$ cat src/rtl/core/hgun_pkg.sv
// Shared types and constants for the height-gradient unit-normal block.
`default_nettype none
package hgun_pkg;
  localparam int HEIGHT_BITS = 12;
  localparam int SUM_BITS    = 2 * HEIGHT_BITS + 2;      // dx^2 + dy^2 + one^2
  localparam int ROOT_BITS   = SUM_BITS / 2;              // length
  localparam int REM_BITS    = ROOT_BITS + 3;             // sqrt partial remainder
  localparam int FRAC_OUT    = 14;                        // Q1.14 output
  localparam int QUO_BITS    = FRAC_OUT + 1;              // quotient up to 16384
  localparam int DIV_BITS    = HEIGHT_BITS + FRAC_OUT + 1; // dividend and remainder
  localparam int SQ_STAGES   = ROOT_BITS;
  localparam int DV_STAGES   = QUO_BITS;
  localparam int BK_STAGES   = SQ_STAGES + DV_STAGES;
  localparam int QDEPTH      = 4;
  localparam int QPTR_BITS   = $clog2(QDEPTH);

  typedef struct packed {
    logic [HEIGHT_BITS-1:0] height_below;
    logic [HEIGHT_BITS-1:0] height_above;
    logic [HEIGHT_BITS-1:0] height_right;
    logic [HEIGHT_BITS-1:0] height_left;
  } in_item_t;

  typedef struct packed {
    logic signed [15:0] normal_x;
    logic signed [15:0] normal_y;
    logic [14:0]        normal_z;
  } out_item_t;

  // Classified item passed from front to back
  typedef struct packed {
    logic                   sx;
    logic                   sy;
    logic [HEIGHT_BITS-1:0] ax;
    logic [HEIGHT_BITS-1:0] ay;
    logic [SUM_BITS-1:0]    sumsq;
  } work_t;

  // One stage of the back pipeline
  typedef struct packed {
    logic                 v;
    logic                 sx;
    logic                 sy;
    logic [SUM_BITS-1:0]  rad;
    logic [REM_BITS-1:0]  rem;
    logic [ROOT_BITS-1:0] root;
    logic [DIV_BITS-1:0]  rx;
    logic [DIV_BITS-1:0]  ry;
    logic [DIV_BITS-1:0]  rz;
    logic [QUO_BITS-1:0]  qx;
    logic [QUO_BITS-1:0]  qy;
    logic [QUO_BITS-1:0]  qz;
  } bk_stage_t;

  // Queue status seen by its neighbors
  typedef struct packed {
    logic full;
    logic empty;
  } q_stat_t;
endpackage
`default_nettype wire

$ cat src/rtl/core/hgun_front.sv
// Front part: takes items, forms differences, magnitudes and sum of squares.
`default_nettype none
module hgun_front (
  input  wire logic               clk,
  input  wire logic               rst_n,
  input  wire logic               in_push,
  output logic                    in_full,
  input  wire hgun_pkg::in_item_t in_item,
  input  wire logic               q_full,
  output logic                    q_push,
  output hgun_pkg::work_t         q_data
);
  localparam int HB = hgun_pkg::HEIGHT_BITS;
  localparam int SB = hgun_pkg::SUM_BITS;

  logic          s1_v_r, s2_v_r;
  logic          sx_r, sy_r;
  logic [HB-1:0] ax_r, ay_r;
  hgun_pkg::work_t w_r, w_nxt;
  logic          en;
  logic [HB:0]   dx, dy, nx, ny;

  // whole front advances unless its last stage is blocked
  assign en      = !(s2_v_r && q_full);
  assign in_full = !en;
  assign q_push  = s2_v_r && !q_full;
  assign q_data  = w_r;

  // differences and magnitudes
  always_comb begin
    dx = {1'b0, in_item.height_left}  - {1'b0, in_item.height_right};
    dy = {1'b0, in_item.height_below} - {1'b0, in_item.height_above};
    nx = -dx;
    ny = -dy;
  end

  // sum of squares, radius term one^2 added as a constant
  always_comb begin
    w_nxt.sx    = sx_r;
    w_nxt.sy    = sy_r;
    w_nxt.ax    = ax_r;
    w_nxt.ay    = ay_r;
    w_nxt.sumsq = SB'({{HB{1'b0}}, ax_r} * {{HB{1'b0}}, ax_r})
                + SB'({{HB{1'b0}}, ay_r} * {{HB{1'b0}}, ay_r})
                + (SB'(1) << (2 * HB));
  end

  always_ff @(posedge clk) begin
    if (!rst_n) begin
      s1_v_r <= 1'b0;
      s2_v_r <= 1'b0;
    end else if (en) begin
      s1_v_r <= in_push;
      s2_v_r <= s1_v_r;
    end
    if (en) begin
      sx_r <= dx[HB];
      sy_r <= dy[HB];
      ax_r <= dx[HB] ? nx[HB-1:0] : dx[HB-1:0];
      ay_r <= dy[HB] ? ny[HB-1:0] : dy[HB-1:0];
      w_r  <= w_nxt;
    end
  end
endmodule
`default_nettype wire

$ cat config.mk
export PLATFORM = sky130hd
export DESIGN_NAME = hgun_front
export DESIGN_NICKNAME = d
export VERILOG_FILES = /design/src/rtl/core/hgun_pkg.sv /design/src/rtl/core/hgun_front.sv
export SDC_FILE = /design/constraint.sdc
export NUM_CORES = 1
export LEC_CHECK = 0
export ABC_AREA = 1
export BUFFER_PORTS_ARGS = -buffer_cell sky130_fd_sc_hd__buf_2
export CORE_MARGIN = 4
export CORE_UTILIZATION = 55
export CTS_CLUSTER_SIZE = 25
export DETAILED_ROUTE_END_ITERATION = 16
export GPL_ROUTABILITY_DRIVEN = 0
export PLACE_DENSITY = 0.7
export SYNTH_ARGS = -nofsm -noshare
export SYNTH_HDL_FRONTEND = slang
export SYNTH_SLANG_ARGS = --single-unit
$ cat constraint.sdc
create_clock -name clk -period 18.3 [get_ports clk]
set_input_delay 0 -clock clk [delete_from_list [all_inputs] [get_ports clk]]
set_output_delay 0 -clock clk [all_outputs]
set_load 0.01 [all_outputs]
==> Word level (Yosys, flattened, before mapping) <==
Cells that the tools add are included.
{ "word_totals": {"regBits": 80, "input_bits": 52} }
{ "classes": {"add_sub_neg": 6, "mul": 2, "n_mux": 2, "n_reduce_logical": 3} }
{ "ops": {"columns": ["op", "count"], "rows": [
  ["$mul A12 B12 Y24", 2],
  ["$add A25 B25 Y26 const B", 1],
  ["$sub A12 B12 Y13", 2],
  ["$add A24 B24 Y25", 1],
  ["$mux W12", 2],
  ["$neg A12 Y12", 2],
  ["$logic_and A1 B1 Y1", 2],
  ["$logic_not A1 Y1", 1]
]} }

==> Logic depth before layout (Yosys ltp) <==
{ "logic_depth": {"word_depth": 3, "ltp_mapped": 26, "mapped_depth_nobuf": 25} }

==> Worst setup path after synthesis <==
No wires, ideal clock.
{ "synth_timing": {"kind": "register -> register", "start": "reg ax_r[2]", "end": "reg w_r, in the netlist q_data[25], data pin", "setup_ns": 0.253, "arrival_time_ns": 5.686, "slack_ns": 12.361, "stages_incl_launch_ff": 24, "n_path_buf": 1, "synth_period_minus_slack_ns": 5.939, "cell_sequence": "edfxtp_1 -> clkbuf_1 -> nand2_1 -> fa_1 -> inv_1 -> fa_1 -> inv_1 -> fa_1 -> fa_1 -> inv_1 -> fa_1 -> inv_1 -> fa_1 -> inv_1 -> fa_1 -> ha_1 -> a21oi_1 -> o21ai_0 -> a21oi_1 -> o21ai_1 -> a21oi_1 -> inv_1 -> nand2_1 -> nand2_1"} }
{ "synth_rtl": {"columns": ["item", "line_no", "source"], "rows": [
  ["start, declared", "hgun_front.sv:18", "logic [HB-1:0] ax_r, ay_r;"],
  ["start signal, assigned", "hgun_front.sv:59", "ax_r <= dx[HB] ? nx[HB-1:0] : dx[HB-1:0];"],
  ["end signal, assigned", "hgun_front.sv:61", "w_r <= w_nxt;"],
  ["end, declared", "hgun_front.sv:19", "hgun_pkg::work_t w_r, w_nxt;"]
]} }

==> impl_metrics.env <==
export IMPL_ios=106
export IMPL_cp_slowest_cell="edfxtp_1"
export IMPL_tightest_slew_ns=1.105
export IMPL_wl_per_cell_um=13.86
export IMPL_synth_simple_area_share_pct=14.94
export IMPL_synth_top_area_share_pct=31.55
export IMPL_fin_setup_tns_ns=0
export IMPL_cp_common_cell="fa_1"
export IMPL_rows=55
export IMPL_ys_types=37
export IMPL_rsz0062_at_grt="no"
export IMPL_min_delay_start="in_item[24]"
export IMPL_drive_gt1_share_pct=10.25
export IMPL_rrSetupSlack_ns=11.66
export IMPL_r2r_end="q_data[25]$_DFFE_PN_"
export IMPL_synth_compound_gate_area_share_pct=3.446
export IMPL_synthAdderAreaFrac_pct=45.41
export IMPL_crit_path_cell_trace="nand2_1 > inv_1 > fa_1 > fa_1 > inv_1 > fa_1 > fa_1 > inv_1 > fa_1 > inv_1 > fa_1 > inv_1 > fa_1 > ha_1 > a21oi_1 > o21ai_0 > a21oi_1 > o21ai_1 > a21oi_1 > inv_1 > nand2_1 > nand2_1"
export IMPL_relSlewSlack_pct=26.36
export IMPL_first_global_vias=9751
export IMPL_wl_um=26370
export IMPL_synth_seq_area_share_pct=18.59
export IMPL_ys_flop_type="edfxtp_1"
export IMPL_initial_utilization_pct=56.27
export IMPL_slowest_delay_ns=0.73
export IMPL_die_area_um2=25810
export IMPL_period_needed_ns=6.640
export IMPL_grt_usage_pct=21.59
export IMPL_fmax_mhz=150.6
export IMPL_crit_fanout=13
export IMPL_synth_cells=1493
export IMPL_worstPathArrival_ns=6.76
export IMPL_n_antenna_cell=0
export IMPL_core_um2=22780
export IMPL_hpwl_um=22290
export IMPL_numPortBuffers=105
export IMPL_finalHoldViolCount=0
export IMPL_timing_hold_worst_class="input pin to register"
export IMPL_yosys_area_top_type="fa_1"
export IMPL_ant_nets=0
export IMPL_syn_area_um2=12820
export IMPL_setup_viol=0
export IMPL_timing_hold_ws_ns=0.08540
export IMPL_vias=9421
export IMPL_synth_enable_flop_cells=78
export IMPL_register_area_um2=2382
export IMPL_synthMuxAreaShare_pct=0
export IMPL_post_route_period_util_pct=36.28
export IMPL_startpoint_type="register"
export IMPL_antenna_found_initial=0
export IMPL_holdPathStages=3
export IMPL_synth_commonest_cells="inv_1 (458), nand2_1 (303), fa_1 (202), ha_1 (142), edfxtp_1 (78)"
export IMPL_cts_resized=0
export IMPL_avgSynthCellArea_um2=8.585
export IMPL_clkSinkCount=80
export IMPL_status="finished clean"
export IMPL_cts_buffer_depth=2
export IMPL_ff2ff_path_depth=22
export IMPL_viasPerCell=4.951
export IMPL_fillers=1993
export IMPL_firstDrtPassIters=5
export IMPL_die_y_um=160.7
export IMPL_clock_skew_ns=0.01386
export IMPL_cts_buffers=9
export IMPL_grt_max_degree=81
export IMPL_nNetsFinal=1981
export IMPL_drv_cap=0
export IMPL_utilization_pct=61.44
export IMPL_maxSlewViolCount=0
export IMPL_grt_pass1_wl_um=45270
export IMPL_cts_tree="built"
export IMPL_clock_latency_ns=0.37
export IMPL_drt_iter0_markers=577
export IMPL_synth_xor_area_share_pct=3.143
export IMPL_cts_max_level=3
export IMPL_area_delta_synth_final_pct=9.195
export IMPL_synth_area_leaders="fa_1 (32%), edfxtp_1 (18%), ha_1 (14%)"
export IMPL_worstPathRequired_ns=18.42
export IMPL_ys_warn_count=0
export IMPL_clkTransAtPathRegs_ns=0.08
export IMPL_synth_top_family_by_area="adder cells"
export IMPL_critPathKind="register to register"
export IMPL_multi_input_area_um2=8587
export IMPL_min_to="ay_r[0]$_DFFE_PN_"
export IMPL_synth_most_common_cell="inv_1"
export IMPL_die_x_um=160.7
export IMPL_async_flop_share_pct=0
export IMPL_r2r_start="ax_r[0]$_DFFE_PN_"
export IMPL_yosys_register_bits=80
export IMPL_critPathCaptureType="register"
export IMPL_root_buffer="clkbuf_16"
export IMPL_syn_nets=1889
export IMPL_gr_total_overflow=0
export IMPL_route_detailed_drc=0
==> logic make-up after synthesis <==
| kind of cell | Yosys count |
|---|---|
| fa+ha+maj | 344 |
| compound gates | 77 |
| simple gates | 453 |
| buf+inv | 493 |
| xor+xnor | 46 |
| flops | 80 |
==> cell type report <==
type | count | share of cell area [%]
Clock buffer | 9 | 1.609
Inverter | 467 | 12.54
Timing Repair Buffer | 107 | 3.898
Clock inverter | 7 | 0.7778
Multi-Input combinational cell | 920 | 61.35
Sequential cell | 80 | 17.02
Tap cell | 313 | 2.798
==> worst max path at each step <==
stage / from / end / slack [ns] / cells after the start
floorplan: ax_r[2]$_DFFE_PN_ / q_data[25]$_DFFE_PN_ / 12.36 / 23
global placement: ax_r[0]$_DFFE_PN_ / q_data[18]$_DFFE_PN_ / 11.84 / 21
detailed placement: ax_r[0]$_DFFE_PN_ / q_data[25]$_DFFE_PN_ / 11.66 / 22
CTS: ax_r[0]$_DFFE_PN_ / q_data[25]$_DFFE_PN_ / 11.63 / 22
global route: ax_r[0]$_DFFE_PN_ / q_data[25]$_DFFE_PN_ / 11.26 / 22
finish: ax_r[0]$_DFFE_PN_ / q_data[25]$_DFFE_PN_ / 11.66 / 22
==> per-stage QoR <==
step / std cells / area [um2] / setup WS [ns]
2_1_floorplan: 1493 / 12820 / 12.36
4_1_cts: 1903 / 14000 / 11.63
5_1_grt: 1903 / 14000 / 11.26
6_report: 1903 / 14000 / 11.66
3_5_place_dp: 1885 / 13640 / 11.66
3_3_place_gp: 1885 / 13640 / 11.84
==> sequential cells by signal, indices dropped and copies added (netlist names) <==
register	flops
q_data	52
ax_r	12
ay_r	12
s1_v_r	1
s2_v_r	1
sx_r	1
sy_r	1
==> layer usage <==
layer	wire [um]	vias up	share of wire, %	GRT usage (%)
li1	-	4584	-	-
met1	11010	4592	42	28.04
met2	13810	206	52	38.68
met3	1007	39	3.8	2.335
met4	544	0	2.1	5.710
met5	0	-	0	0
==> layout by cell type, fill, tap and decap left out, drive strengths merged <==
master / n
nand2: 320
o21bai: 5
clkbuf: 9
nor3: 7
clkinv: 1
nor2: 57
a31oi: 2
a21oi: 39
or2: 1
o211ai: 1
o21a: 1
bufinv: 2
nand4: 12
a211oi: 1
a21o: 6
and2: 2
xnor2: 14
a21boi: 3
dfxtp: 2
ha: 142
a31o: 1
nand3b: 2
edfxtp: 78
xor2: 32
buf: 105
nor4: 2
fa: 202
inv: 471
o21ai: 18
nand3: 50
dlygate4sd3: 2
==> critical path, delay by kind of cell, from the launching register on <==
family / cells / cell delay, ns
fa+ha+maj: 8 / 3.80
compound gates: 5 / 1.03
flops: 1 / 0.73
buf+inv: 6 / 0.44
simple gates: 3 / 0.40
==> repair_timing <==
item / in CTS / in global routing
setup endpoints to repair: 0 / 0
endpoints found under the hold margin: 2 / 0
hold buffers: 2 / 0
buffers inserted: 0 / 0
Power is not shown: default switching activity piles up to over one toggle a cycle in this logic, so the estimate is an artifact.
