`config.mk`:
```
export PLATFORM = sky130hd
export DESIGN_NAME = hgun_queue
export DESIGN_NICKNAME = d
export VERILOG_FILES = /design/src/rtl/core/hgun_pkg.sv /design/src/rtl/core/hgun_queue.sv
export SDC_FILE = /design/constraint.sdc
export NUM_CORES = 1
export LEC_CHECK = 0
export BUFFER_PORTS_ARGS = -buffer_cell sky130_fd_sc_hd__buf_2
export CORE_ASPECT_RATIO = 1.1
export CORE_MARGIN = 4
export CORE_UTILIZATION = 51
export CTS_CLUSTER_DIAMETER = 60
export DETAILED_ROUTE_END_ITERATION = 7
export HOLD_SLACK_MARGIN = 0.12
export PLACE_DENSITY_LB_ADDON = 0.12
export SETUP_SLACK_MARGIN = 0.2
export SYNTH_ARGS = -nofsm -noshare
export SYNTH_HDL_FRONTEND = slang
export SYNTH_SLANG_ARGS = --single-unit
```
`constraint.sdc`:
```
create_clock -name clk -period 2.2 [get_ports clk]
set_input_delay 0.11 -clock clk [delete_from_list [all_inputs] [get_ports clk]]
set_output_delay 0.11 -clock clk [all_outputs]
set_load 0.01 [all_outputs]
```
`src/rtl/core/hgun_pkg.sv`:
```
// Shared types and constants for the height-gradient unit-normal block.
`default_nettype none
package hgun_pkg;
  localparam int HEIGHT_BITS = 12;
  localparam int SUM_BITS    = 2 * HEIGHT_BITS + 2;      // dx^2 + dy^2 + one^2
  localparam int ROOT_BITS   = SUM_BITS / 2;              // length
  localparam int REM_BITS    = ROOT_BITS + 3;             // sqrt partial remainder
  localparam int FRAC_OUT    = 14;                        // Q1.14 output
  localparam int QUO_BITS    = FRAC_OUT + 1;              // quotient up to 16384
  localparam int DIV_BITS    = HEIGHT_BITS + FRAC_OUT + 1; // dividend and remainder
  localparam int SQ_STAGES   = ROOT_BITS;
  localparam int DV_STAGES   = QUO_BITS;
  localparam int BK_STAGES   = SQ_STAGES + DV_STAGES;
  localparam int QDEPTH      = 4;
  localparam int QPTR_BITS   = $clog2(QDEPTH);

  typedef struct packed {
    logic [HEIGHT_BITS-1:0] height_below;
    logic [HEIGHT_BITS-1:0] height_above;
    logic [HEIGHT_BITS-1:0] height_right;
    logic [HEIGHT_BITS-1:0] height_left;
  } in_item_t;

  typedef struct packed {
    logic signed [15:0] normal_x;
    logic signed [15:0] normal_y;
    logic [14:0]        normal_z;
  } out_item_t;

  // Classified item passed from front to back
  typedef struct packed {
    logic                   sx;
    logic                   sy;
    logic [HEIGHT_BITS-1:0] ax;
    logic [HEIGHT_BITS-1:0] ay;
    logic [SUM_BITS-1:0]    sumsq;
  } work_t;

  // One stage of the back pipeline
  typedef struct packed {
    logic                 v;
    logic                 sx;
    logic                 sy;
    logic [SUM_BITS-1:0]  rad;
    logic [REM_BITS-1:0]  rem;
    logic [ROOT_BITS-1:0] root;
    logic [DIV_BITS-1:0]  rx;
    logic [DIV_BITS-1:0]  ry;
    logic [DIV_BITS-1:0]  rz;
    logic [QUO_BITS-1:0]  qx;
    logic [QUO_BITS-1:0]  qy;
    logic [QUO_BITS-1:0]  qz;
  } bk_stage_t;

  // Queue status seen by its neighbors
  typedef struct packed {
    logic full;
    logic empty;
  } q_stat_t;
endpackage
`default_nettype wire

```
`src/rtl/core/hgun_queue.sv`:
```
// Short queue between front and back.
`default_nettype none
module hgun_queue (
  input  wire logic            clk,
  input  wire logic            rst_n,
  input  wire logic            push,
  input  wire hgun_pkg::work_t wdata,
  input  wire logic            pop,
  output hgun_pkg::work_t      rdata,
  output hgun_pkg::q_stat_t    stat
);
  localparam int PB = hgun_pkg::QPTR_BITS;

  hgun_pkg::work_t mem_r [hgun_pkg::QDEPTH];
  logic [PB-1:0] wp_r, rp_r;
  logic [PB:0]   cnt_r;
  logic          do_push, do_pop;

  assign stat.full  = (cnt_r == (PB+1)'(hgun_pkg::QDEPTH));
  assign stat.empty = (cnt_r == '0);
  assign do_push    = push && !stat.full;
  assign do_pop     = pop && !stat.empty;
  assign rdata      = mem_r[rp_r];

  always_ff @(posedge clk) begin
    if (!rst_n) begin
      wp_r  <= '0;
      rp_r  <= '0;
      cnt_r <= '0;
    end else begin
      if (do_push) wp_r <= wp_r + 1'b1;
      if (do_pop)  rp_r <= rp_r + 1'b1;
      cnt_r <= cnt_r + (PB+1)'(do_push) - (PB+1)'(do_pop);
    end
    if (do_push) mem_r[wp_r] <= wdata;
  end

  a_cnt_max: assert property (@(posedge clk) disable iff (!rst_n)
    cnt_r <= (PB+1)'(hgun_pkg::QDEPTH)) else $error("queue overfill");
  a_push_only: assert property (@(posedge clk) disable iff (!rst_n)
    do_push && !do_pop |=> cnt_r == $past(cnt_r) + 1'b1) else $error("count lost push");
  a_pop_only: assert property (@(posedge clk) disable iff (!rst_n)
    do_pop && !do_push |=> cnt_r == $past(cnt_r) - 1'b1) else $error("count lost pop");
  a_ptr_gap: assert property (@(posedge clk) disable iff (!rst_n)
    wp_r == PB'(rp_r + cnt_r[PB-1:0])) else $error("pointers and count disagree");
endmodule
`default_nettype wire

```
== Word level (Yosys, flattened, before mapping) ==
Memories as Yosys holds them, arrays and structs flattened. A register that Yosys moved wholly into a read port is not among the register bits.
Index checks and enable logic that the tools add are counted.
Operators by class
  reduce and logical (&&, ||, !) cells: 5
  eq/ne operators: 1
  muxes and demuxes: 4
  add/subtract/negate cells: 4
Operators with widths (count)
  2-bit by 1-bit adder with 2-bit output, second input constant: 2
  2-bit 2-to-1 mux: 2
  3-bit by 1-bit adder with 3-bit output: 1
  3-bit equality test, second input constant: 1
  3-bit zero test: 1
  3-bit by 1-bit subtractor with 3-bit output: 1
  1-bit logical AND: 2
  1-bit zero test: 2
  1-bit 2-to-1 mux: 2
Word-level totals
  memories: 1
  word-level logic and storage cells: 18
  RAM bits: 208
  input bits: 56
  flip-flop bits (word level): 7
  output and inout bits: 54
Memories
  mem_r: depth 4, bits a word 52, rd ports 1, clocked after Yosys merged registers in 1, wr ports 1, RTL line hgun_queue.sv:14  | hgun_pkg::work_t mem_r [hgun_pkg::QDEPTH];

== Depth between registers and ports, before layout ==
  depth after elaboration: 5
  gate-level depth with buffers: 11
  gate-level depth less buffers: 10

== Worst setup path after synthesis ==
OpenSTA, ideal clock, no wires.
  kind: reg2reg
  start: register cnt_r[2]
  end: memory mem_r[0][0] (netlist name), enable pin
  data arrival time: 2009 ps
  setup time: 415 ps
  required time: 1785 ps
  period minus slack after synthesis: 2424 ps
  slack: -224 ps
  path buffers: 1
  cell stages (with the launch flop): 5
  path through: dfxtp_1 nor3b_2 nor2b_1 buf_2 and2_1
RTL lines
  from (decl): RTL line hgun_queue.sv:16  | logic [PB:0] cnt_r;
  from (signal assigned): RTL line hgun_queue.sv:33  | cnt_r <= cnt_r + (PB+1)'(do_push) - (PB+1)'(do_pop);
  to (decl): RTL line hgun_queue.sv:14

== Final worst setup path ==
  start: register cnt_r[2]
  end: register cnt_r[2]
Between the ends
  cells in the longest elaborated chain, start to end: 5
  elaborated cells between the ends (all ways): 8
  classes of those cells: add/sub (2); eq/ne (1); reduce/logical (5)
Ends and longest elaborated chain
  3-bit equality test: RTL line hgun_queue.sv:19  | assign stat.full = (cnt_r == (PB+1)'(hgun_pkg::QDEPTH));
  1-bit zero test: RTL line hgun_queue.sv:21  | assign do_push = push && !stat.full;
  1-bit logical AND: RTL line hgun_queue.sv:21
  3-bit by 1-bit adder with 3-bit output: RTL line hgun_queue.sv:33
  3-bit by 1-bit subtractor with 3-bit output (*): RTL line hgun_queue.sv:33
Every way passes the cells marked *; elsewhere a longest branch is shown, timed or not.
A chain may end at the register's enable or synchronous reset.

==> impl_metrics.py <==
metrics = {
    "grt": {
        "grt.busiest_layer": "met2",
        "grt_use_met3_pct": 3.64,
        "grtUsageMet2_pct": 27.8,
        "overflow": 0,
        "grt.total_usage_pct": 16.5,
        "grt_pass1_vias": 4113,
        "grt_util_met1_pct": 22.2,
        "grt_pass1_wl_um": 22600,
        "grt_max_degree": 53,
        "grt_antenna_before_repair": 0,
    },
    "yosys": {
        "synth_seq_cells": 217,
        "synth_warnings": 0,
        "syn_area_per_cell_um2": 24.9,
        "netlist_area_um2": 8050,
        "yosysUniqueCellTypes": 22,
        "synth_seq_area_share_pct": 79.8,
        "syn_nets": 386,
        "netlist_instances": 323,
    },
    "sta": {
        "fin_skew_ns": 0.00999,
        "fin_crit_sh_pct": 93.2,
        "min_period_ns": 2.05,
        "setup_viol": 0,
        "fmax_mhz": 488,
        "tns_ns": 0,
        "maxSlewViolCount": 0,
        "rsz0062_at_grt": "yes",
        "slew-limit-headroom_pct": 73.6,
        "tightestPinTransition_ns": 0.395,
        "final-hold-violation-count": 0,
    },
    "clock_tree": {
        "cts_buffers": 22,
        "path_clk_slew_ns": 0.06,
        "cts_tree": "built",
        "root_buffer": "clkbuf_16",
        "cts_max_level": 1,
        "numClockSinks": 217,
        "clock_path_buffers": 3,
        "worst_skew_pair.late_latency_ns": 0.50,
    },
    "floorplan": {
        "boundaryPins": 110,
        "coreArea_um2": 15300,
        "start_util_pct": 52.7,
        "die_area_um2": 17900,
        "rows": 47,
        "fp.dieH_um": 140,
        "dieWidth_um": 128,
    },
    "place": {
        "placed_cells": 628,
        "port_buffers": 109,
        "hpwl_um": 8100,
        "place_congestion": 0.688,
    },
    "finish": {
        "nets": 588,
        "regArea_um2": 6440,
        "multi_input_area_um2": 1480,
        "drive_gt1_share_pct": 44.0,
        "nFillCells": 990,
        "synthToLayoutAreaGrowth_pct": 30.7,
        "final_cells": 737,
        "layout.core_utilization_pct": 68.8,
        "num_antenna_cells": 0,
    },
    "critical_path": {
        "cp.arrival_ns": 2.45,
        "crit_path_start_kind": "flip-flop",
        "crit_path_frequent_cell": "inv_1",
        "reg2reg_depth": 10,
        "end_kind": "flip-flop",
        "r2r_setup_slack_ns": 0.15,
        "cp.required_ns": 2.60,
        "critPathMaxFanout": 3,
        "path_class": "flip-flop to flip-flop",
        "critPathSlowestCell": "fa_2",
        "crit_start": "cnt_r[2]",
        "cpPeakStageDelay_ns": 0.37,
        "reg2reg_to": "cnt_r[2]",
        "crit_chain": "nor3b_4 -> nor2b_1 -> inv_1 -> ha_1 -> inv_1 -> ha_2 -> fa_2 -> xnor2_2 -> xnor2_1 -> and2_1",
        "timing.rr.start": "cnt_r[2]",
    },
    "pwr": {
        "max-vdd-ir-drop_mv": 0.772,
        "p_leak_nw": 3.65,
        "power_density_nw_per_um2": 1130,
    },
    "hold_path": {
        "hold_class": "input pin to flip-flop",
        "hold_path_depth": 6,
        "hold_end": "wp_r[0]",
        "min-delay-start": "push",
    },
    "routing": {
        "drc": 0,
        "vias": 3869,
        "routed_wl_um": 14600,
        "drt_pass1_iterations": 4,
        "drtIter0Drc": 205,
        "ant_nets": 0,
        "vias_per_cell": 5.25,
        "wl_per_cell_um": 19.8,
    },
    "status": {
        "status": "finished clean",
    },
    "flow_run": {
        "maxCapViolCount": 0,
    },
}
[kinds of logic after synthesis]
group | after synthesis | share of synthesized area (%)
buf+inv | 20 | 2.13
simple gates | 19 | 1.48
fa+ha+maj | 7 | 1.18
xor+xnor | 2 | 0.218
mux | 54 | 14.9
flops | 217 | 79.8
compound gates | 4 | 0.280
[cell usage after synthesis]
master	n	share of area, %
nand2_1	6	0.28
mux4_2	50	14
clkbuf_1	2	0.093
buf_2	6	0.37
a21boi_1	1	0.093
nor3b_2	1	0.16
edfxtp_1	208	78
mux4_1	2	0.65
or3_1	1	0.078
fa_1	1	0.25
nor3_2	1	0.12
nand4bb_1	1	0.14
ha_1	6	0.93
nor2b_1	2	0.16
dfxtp_1	9	2.2
buf_12	5	1.2
inv_1	6	0.28
and2_1	7	0.54
xnor2_1	2	0.22
o21ai_0	3	0.19
mux2i_1	2	0.25
buf_6	1	0.14
[power by group]
group          internal, mW  switching (mW)  leakage [nW]
clock                  2.40            1.49         0.368
sequential             5.02           0.139          1.98
combinational          1.57            1.29          1.30
total                  9.00            2.92          3.65
[flip-flops by register name (all words and copies together) (netlist names), named ones only]
register and count:
cnt_r 3, rp_r 2, mem_r 208, wp_r 2
[worst max-delay path, delay by kind of cell, from the launching register on]
family                   cells  cell delay (ns)
AND/OR/NAND/NOR              3             0.42
adder cells (fa/ha/maj)      3             0.80
flip-flops                   1             0.36
buffers and inverters        2             0.10
XOR/XNOR                     2             0.27
[placed cells by master, fill, tap and decap left out, drive strengths merged]
master       synthesis  layout
edfxtp             208     208
buf                 12     136
dlygate4sd3          0      54
mux4                52      52
clkbuf               2      29
dfxtp                9       9
inv                  6       7
and2                 7       7
nand2                6       6
ha                   6       6
clkinv               0       5
bufinv               0       4
o21ai                3       3
clkinvlp             0       3
nor2b                2       2
mux2i                2       2
xnor2                2       2
nor3                 1       1
nor3b                1       1
nand4bb              1       1
or3                  1       1
a21boi               1       1
fa                   1       1
[worst max-delay path by stage]
stage                     endpoint  slack, ns  cells past startpoint
after floorplan           cnt_r[2]       0.12                     11
after global placement    cnt_r[2]       0.18                     10
after detailed placement  cnt_r[2]       0.16                     10
after CTS                 rdata[3]       0.14                      4
after global routing      cnt_r[2]       0.07                     10
final                     cnt_r[2]       0.15                     10
[repair_timing]
| action | in CTS | in global routing |
|---|---|---|
| pin swaps | 0 | 6 |
| resized for setup | 4 | 25 |
| gates cloned | 2 | 2 |
| setup buffers | 6 | 5 |
| hold endpoints to repair | 217 | 0 |
| hold buffers | 54 | 0 |
| endpoints found under the setup margin | 37 | 39 |
[through the flow]
stage	setup WS (ns)	cell area, um2	power [mW]	hold slack, ns
after detailed placement	0.156	8900	7.60	0.324
after global placement	0.184	8900	7.56	0.320
after CTS	0.142	10300	11.8	0.202
final	0.150	10500	11.9	0.296
after floorplan	0.123	8070	6.81	0.209
after global routing	0.0679	10500	12.5	0.322
[metal layers]
layer | up-vias | part of all wire (%) | wire length (um)
met5 | - | 0 | 0
met4 | 0 | 1.3 | 184
met3 | 17 | 6.1 | 886
met2 | 103 | 51 | 7440
met1 | 1980 | 42 | 6080
li1 | 1769 | - | -
[layout make-up]
cell class / count / area share (%)
Clock inverter: 13 / 1.80
Timing Repair Buffer: 192 / 14.9
Inverter: 6 / 0.214
Multi-Input combinational cell: 86 / 14.0
Sequential cell: 217 / 61.2
Tap cell: 196 / 2.33
Clock buffer: 27 / 5.61
Power figures use the tool's default switching activity.
